[config.mk]
export PLATFORM = sky130hd
export DESIGN_NAME = deq_ctrl
export DESIGN_NICKNAME = d
export VERILOG_FILES = /design/src/design/deq_pkg.sv /design/src/design/deq_ctrl.sv
export SDC_FILE = /design/constraint.sdc
export NUM_CORES = 1
export LEC_CHECK = 0
export ABC_AREA = 0
export CAP_MARGIN = 20
export CORE_AREA = 10 10 47 49
export CTS_CLUSTER_DIAMETER = 30
export DETAILED_ROUTE_END_ITERATION = 12
export DIE_AREA = 0 0 57 59
export DONT_BUFFER_PORTS = 1
export RECOVER_POWER = 50
export SETUP_SLACK_MARGIN = 0.4
export SLEW_MARGIN = 30
export SYNTH_ARGS = -nofsm -noshare
export SYNTH_HDL_FRONTEND = slang
export SYNTH_SLANG_ARGS = --single-unit
[constraint.sdc]
create_clock -name clk -period 0.94 [get_ports clk]
set_input_delay 0.047 -clock clk [delete_from_list [all_inputs] [get_ports clk]]
set_output_delay 0.047 -clock clk [all_outputs]
set_load 0.005 [all_outputs]
[src/design/deq_pkg.sv]
// Package for the double-ended queue unit: sizes, request and status codes,
// payload structs and the controller-to-datapath command struct.
// No dependencies.
package deq_pkg;

  localparam int DEPTH  = 256;
  localparam int DATA_W = 32;
  localparam int IDX_W  = $clog2(DEPTH);
  localparam int CNT_W  = $clog2(DEPTH + 1);
  localparam int KIND_W = 3;
  localparam int STAT_W = 2;

  // Request codes
  localparam logic [KIND_W-1:0] KIND_PUSH_FRONT = 3'd0;
  localparam logic [KIND_W-1:0] KIND_PUSH_BACK  = 3'd1;
  localparam logic [KIND_W-1:0] KIND_POP_FRONT  = 3'd2;
  localparam logic [KIND_W-1:0] KIND_POP_BACK   = 3'd3;
  localparam logic [KIND_W-1:0] KIND_CLEAR      = 3'd4;

  // Result status codes
  localparam logic [STAT_W-1:0] STAT_OK    = 2'd0;
  localparam logic [STAT_W-1:0] STAT_EMPTY = 2'd1;
  localparam logic [STAT_W-1:0] STAT_FULL  = 2'd2;

  typedef struct packed {
    logic [KIND_W-1:0]        kind;
    logic signed [DATA_W-1:0] value;
  } in_item_t;

  typedef struct packed {
    logic signed [DATA_W-1:0] popped;
    logic [STAT_W-1:0]        status;
    logic [CNT_W-1:0]         count;
    logic signed [DATA_W-1:0] front_value;
    logic signed [DATA_W-1:0] back_value;
  } out_item_t;

  // Commands from the controller to the datapath
  typedef struct packed {
    logic latch;     // capture the incoming request
    logic rd_pop;    // read the entry a pop would remove
    logic update;    // write the store and move the pointers
    logic rd_ends;   // read the front and back entries
    logic load_out;  // load the result register
  } dp_cmd_t;

endpackage

[src/design/deq_ctrl.sv]
// Controller for the double-ended queue unit: sequences one request through
// read, update, read-back and result load, and owns both handshakes.
// Depends on deq_pkg.
module deq_ctrl (
  input  logic             clk,
  input  logic             rst_n,
  input  logic             in_valid,
  output logic             in_ready,
  output logic             out_valid,
  input  logic             out_ready,
  output deq_pkg::dp_cmd_t cmd
);

  typedef enum logic [4:0] {
    ST_IDLE   = 5'b00001,
    ST_RD_POP = 5'b00010,
    ST_UPDATE = 5'b00100,
    ST_RD_END = 5'b01000,
    ST_LOAD   = 5'b10000
  } state_t;

  state_t state_r, state_nxt;
  logic   out_valid_r, out_valid_nxt;
  logic   can_load;

  assign in_ready  = (state_r == ST_IDLE);
  assign out_valid = out_valid_r;
  // The result register is free when empty or being drained this cycle
  assign can_load  = !out_valid_r || out_ready;

  // Next state and commands
  always_comb begin
    state_nxt = state_r;
    cmd       = '0;
    case (state_r)
      ST_IDLE: begin
        if (in_valid) begin
          cmd.latch = 1'b1;
          state_nxt = ST_RD_POP;
        end
      end
      ST_RD_POP: begin
        cmd.rd_pop = 1'b1;
        state_nxt  = ST_UPDATE;
      end
      ST_UPDATE: begin
        cmd.update = 1'b1;
        state_nxt  = ST_RD_END;
      end
      ST_RD_END: begin
        cmd.rd_ends = 1'b1;
        state_nxt   = ST_LOAD;
      end
      ST_LOAD: begin
        if (can_load) begin
          cmd.load_out = 1'b1;
          state_nxt    = ST_IDLE;
        end
      end
      default: state_nxt = ST_IDLE;
    endcase
  end

  // Hold the result until transfer, set it on load
  always_comb begin
    out_valid_nxt = out_valid_r && !out_ready;
    if (cmd.load_out) out_valid_nxt = 1'b1;
  end

  always_ff @(posedge clk) begin
    if (!rst_n) begin
      state_r     <= ST_IDLE;
      out_valid_r <= 1'b0;
    end else begin
      state_r     <= state_nxt;
      out_valid_r <= out_valid_nxt;
    end
  end

endmodule

==> impl_results.md <==
- Flop2flop setup slack: -0.17 ns
- Final period utilization: 1.27
- IO Count: 11
- Via count of the first global-routing pass: 299
- Failing checks: negative hold slack, negative setup slack
- Drt first-iter violations: 4
- Most frequent cells in the layout: 6 x buf_4, 5 x dfxtp_4, 3 x and2_1, 3 x clkbuf_4, 3 x buf_6
- Hold_ws: -0.0757 ns
- Num CTS Buffers: 3
- Power per cell area: 1320 nW/um^2
- Clock root cell: clkbuf_4
- DIE HEIGHT: 59 um
- Worst Hold Class: input pin to register
- Seq/Total Area, Yosys: 0.384
- Vias: 313
- Largest net degree at the start of global routing: 7
- Synth cell types: 21
- Req. time, crit path: 0.89 ns
- Endpoints failing hold: 3
- Average instance area after synthesis: 8.45 um^2
- Non-Filler Instances: 65
- Peak supply drop: 0.694 mV
- Initial core utilization: 0.223
- Port buffer count: 0
- Wirelength per Cell: 14.0 um
- Total negative slack: -1.55 ns
- Antenna diodes: 0
- Worst slew pin tran: 0.201 ns
- Achievable Freq: 835 MHz
- Remaining global-route overflow: 0
- Synthesized flop and latch total: 6
- Launching point of the worst reg2reg path: state_r[4]
- Ys Warns: 0
- Detail-routed via count per cell: 4.82
- GP Congestion: 0.729
- Max Root-Sink Buffers: 2
- Antenna violations before repair: 0
- Post-Place Worst Slack: -0.0417 ns
- Syn Nets: 41
- First-pass GRT wire length: 1.36 mm
- R2r worst-path depth: 4
- Reg2Reg Capture Point: state_r[0]
- Cell count after synthesis: 37
- Status: finished, violations left
- Placed Cells incl. Taps: 56
- RSZ-0062 raised after global routing: yes
- Final-report setup violation count: 10
- Die W: 57 um
- Hold path depth: 1
- CP startpoint kind: register
- Area of placed instances: 380 um^2
- GRT Util Overall: 0.0549
- Clock transition at path regs: 0.05 ns
- H-tree depth: 1
- CP Data Arrival Time: 1.15 ns
- Die area: 3360 um^2
- Relative slew slack: 0.865
- Clock sinks: 6
- Final nets: 54
- Final min period: 1.20 ns
- Worst Clk Skew: 0.0120 ns
- Num rows: 14
- Post-DRT Antenna Nets: 0
- Critical hold path startpoint: rst_n
- Initial DRT Pass Iterations: 4
- Slew Viols, Final: 0
- Leak pwr: 0.204 nW
- Critical path class: register to output pin
- Area delta synth->final: 56.4%
- Most common cell after layout, fill and taps aside: buf_4
- Worst skew pair latency: 0.25 ns
- CP max FO: 5
- Setup WS post-layout: -0.258 ns
- DR DRC count: 0
- DRT Wirelength: 911 um
- Endpoint, Worst Hold: state_r[2]
- Share of cells above drive strength 1: 0.531
- Core area: 1400 um^2
- Final Instance Area: 489 um^2
- Max-cap violation count: 0
- Worst setup EP type: output pin
- Mapped cell area: 313 um^2
- TritonCTS clock tree: done
## metal layers
metal / vias to the layer above / GRT usage / part of all wire
li1: 154 / - / -
met1: 147 / 0.0451 / 0.36
met2: 10 / 0.0961 / 0.56
met3: 2 / 0.0258 / 0.041
met4: 0 / 0.0503 / 0.035
met5: - / 0 / 0
## registers in the layout, indices dropped and copies added, names as in the netlist
signal / flops
out_valid: 1
state_r: 5
## worst max-delay path, cell delays in order (launching register included)
cell,delay (ns)
dfxtp_4,0.36
nor3_4,0.24
nand3b_1,0.15
nor2b_2,0.16
## through the flow
stage / total power, mW / utilization
after floorplan: 0.349 / -
after global placement: 0.377 / 0.271
after detailed placement: 0.378 / 0.271
after CTS: 0.641 / 0.329
after global routing: 0.674 / 0.349
final: 0.645 / 0.349
## what timing repair did
item | 4_1_cts | 5_1_grt
gates resized for setup | 11 | 4
hold endpoints to repair | 3 | 3
endpoints found under the setup margin | 13 | 13
pin swaps | 8 | 4
setup buffers | 3 | 2
## power by group
part	internal (mW)	total [mW]	switching, mW
sequential	0.259	0.285	0.0254
combinational	0.0622	0.105	0.0428
clock	0.161	0.256	0.0948
total	0.482	0.645	0.163
## logic make-up after synthesis
family | after synthesis | synth area share
flops | 6 | 0.384
xor+xnor | 1 | 0.0280
buf+inv | 4 | 0.0600
simple gates | 20 | 0.396
compound gates | 6 | 0.132
## cell usage after synthesis
master	count	area share
a21oi_1	1	0.016
o21ai_0	1	0.016
nor3_1	1	0.016
buf_4	1	0.024
nand3b_1	2	0.048
and2_1	3	0.060
nand2b_1	1	0.020
xor2_1	1	0.028
and3b_1	1	0.028
o21ai_1	1	0.016
nor2_1	5	0.060
nand2_1	1	0.012
nor2b_1	2	0.040
nor3_2	1	0.032
a41o_1	1	0.032
dfxtp_1	6	0.38
o211ai_1	1	0.024
and3_1	2	0.040
a31o_1	1	0.028
inv_1	3	0.036
and4bb_1	1	0.040
## how the worst max path moves through the flow
stage                           from         end  slack [ns]  depth (start not counted)
after floorplan           state_r[4]  state_r[0]      -0.003                          3
after global placement    state_r[1]  state_r[0]       -0.05                          3
after detailed placement  state_r[1]  state_r[0]       -0.04                          3
after CTS                 state_r[2]      cmd[0]       -0.24                          3
after global routing      state_r[2]      cmd[0]       -0.28                          3
final                     state_r[2]      cmd[0]       -0.26                          3
## layout make-up
| class | instances | area [um^2] |
|---|---|---|
| fill | 145 | 912 |
| multi-input combinational | 27 | 214 |
| sequential | 6 | 139 |
| timing repair buffer | 9 | 78.8 |
| clock buffer | 4 | 26.3 |
| tap | 16 | 20.0 |
| inverter | 3 | 11.3 |
Note: power is estimated with default switching activity, not from simulation.
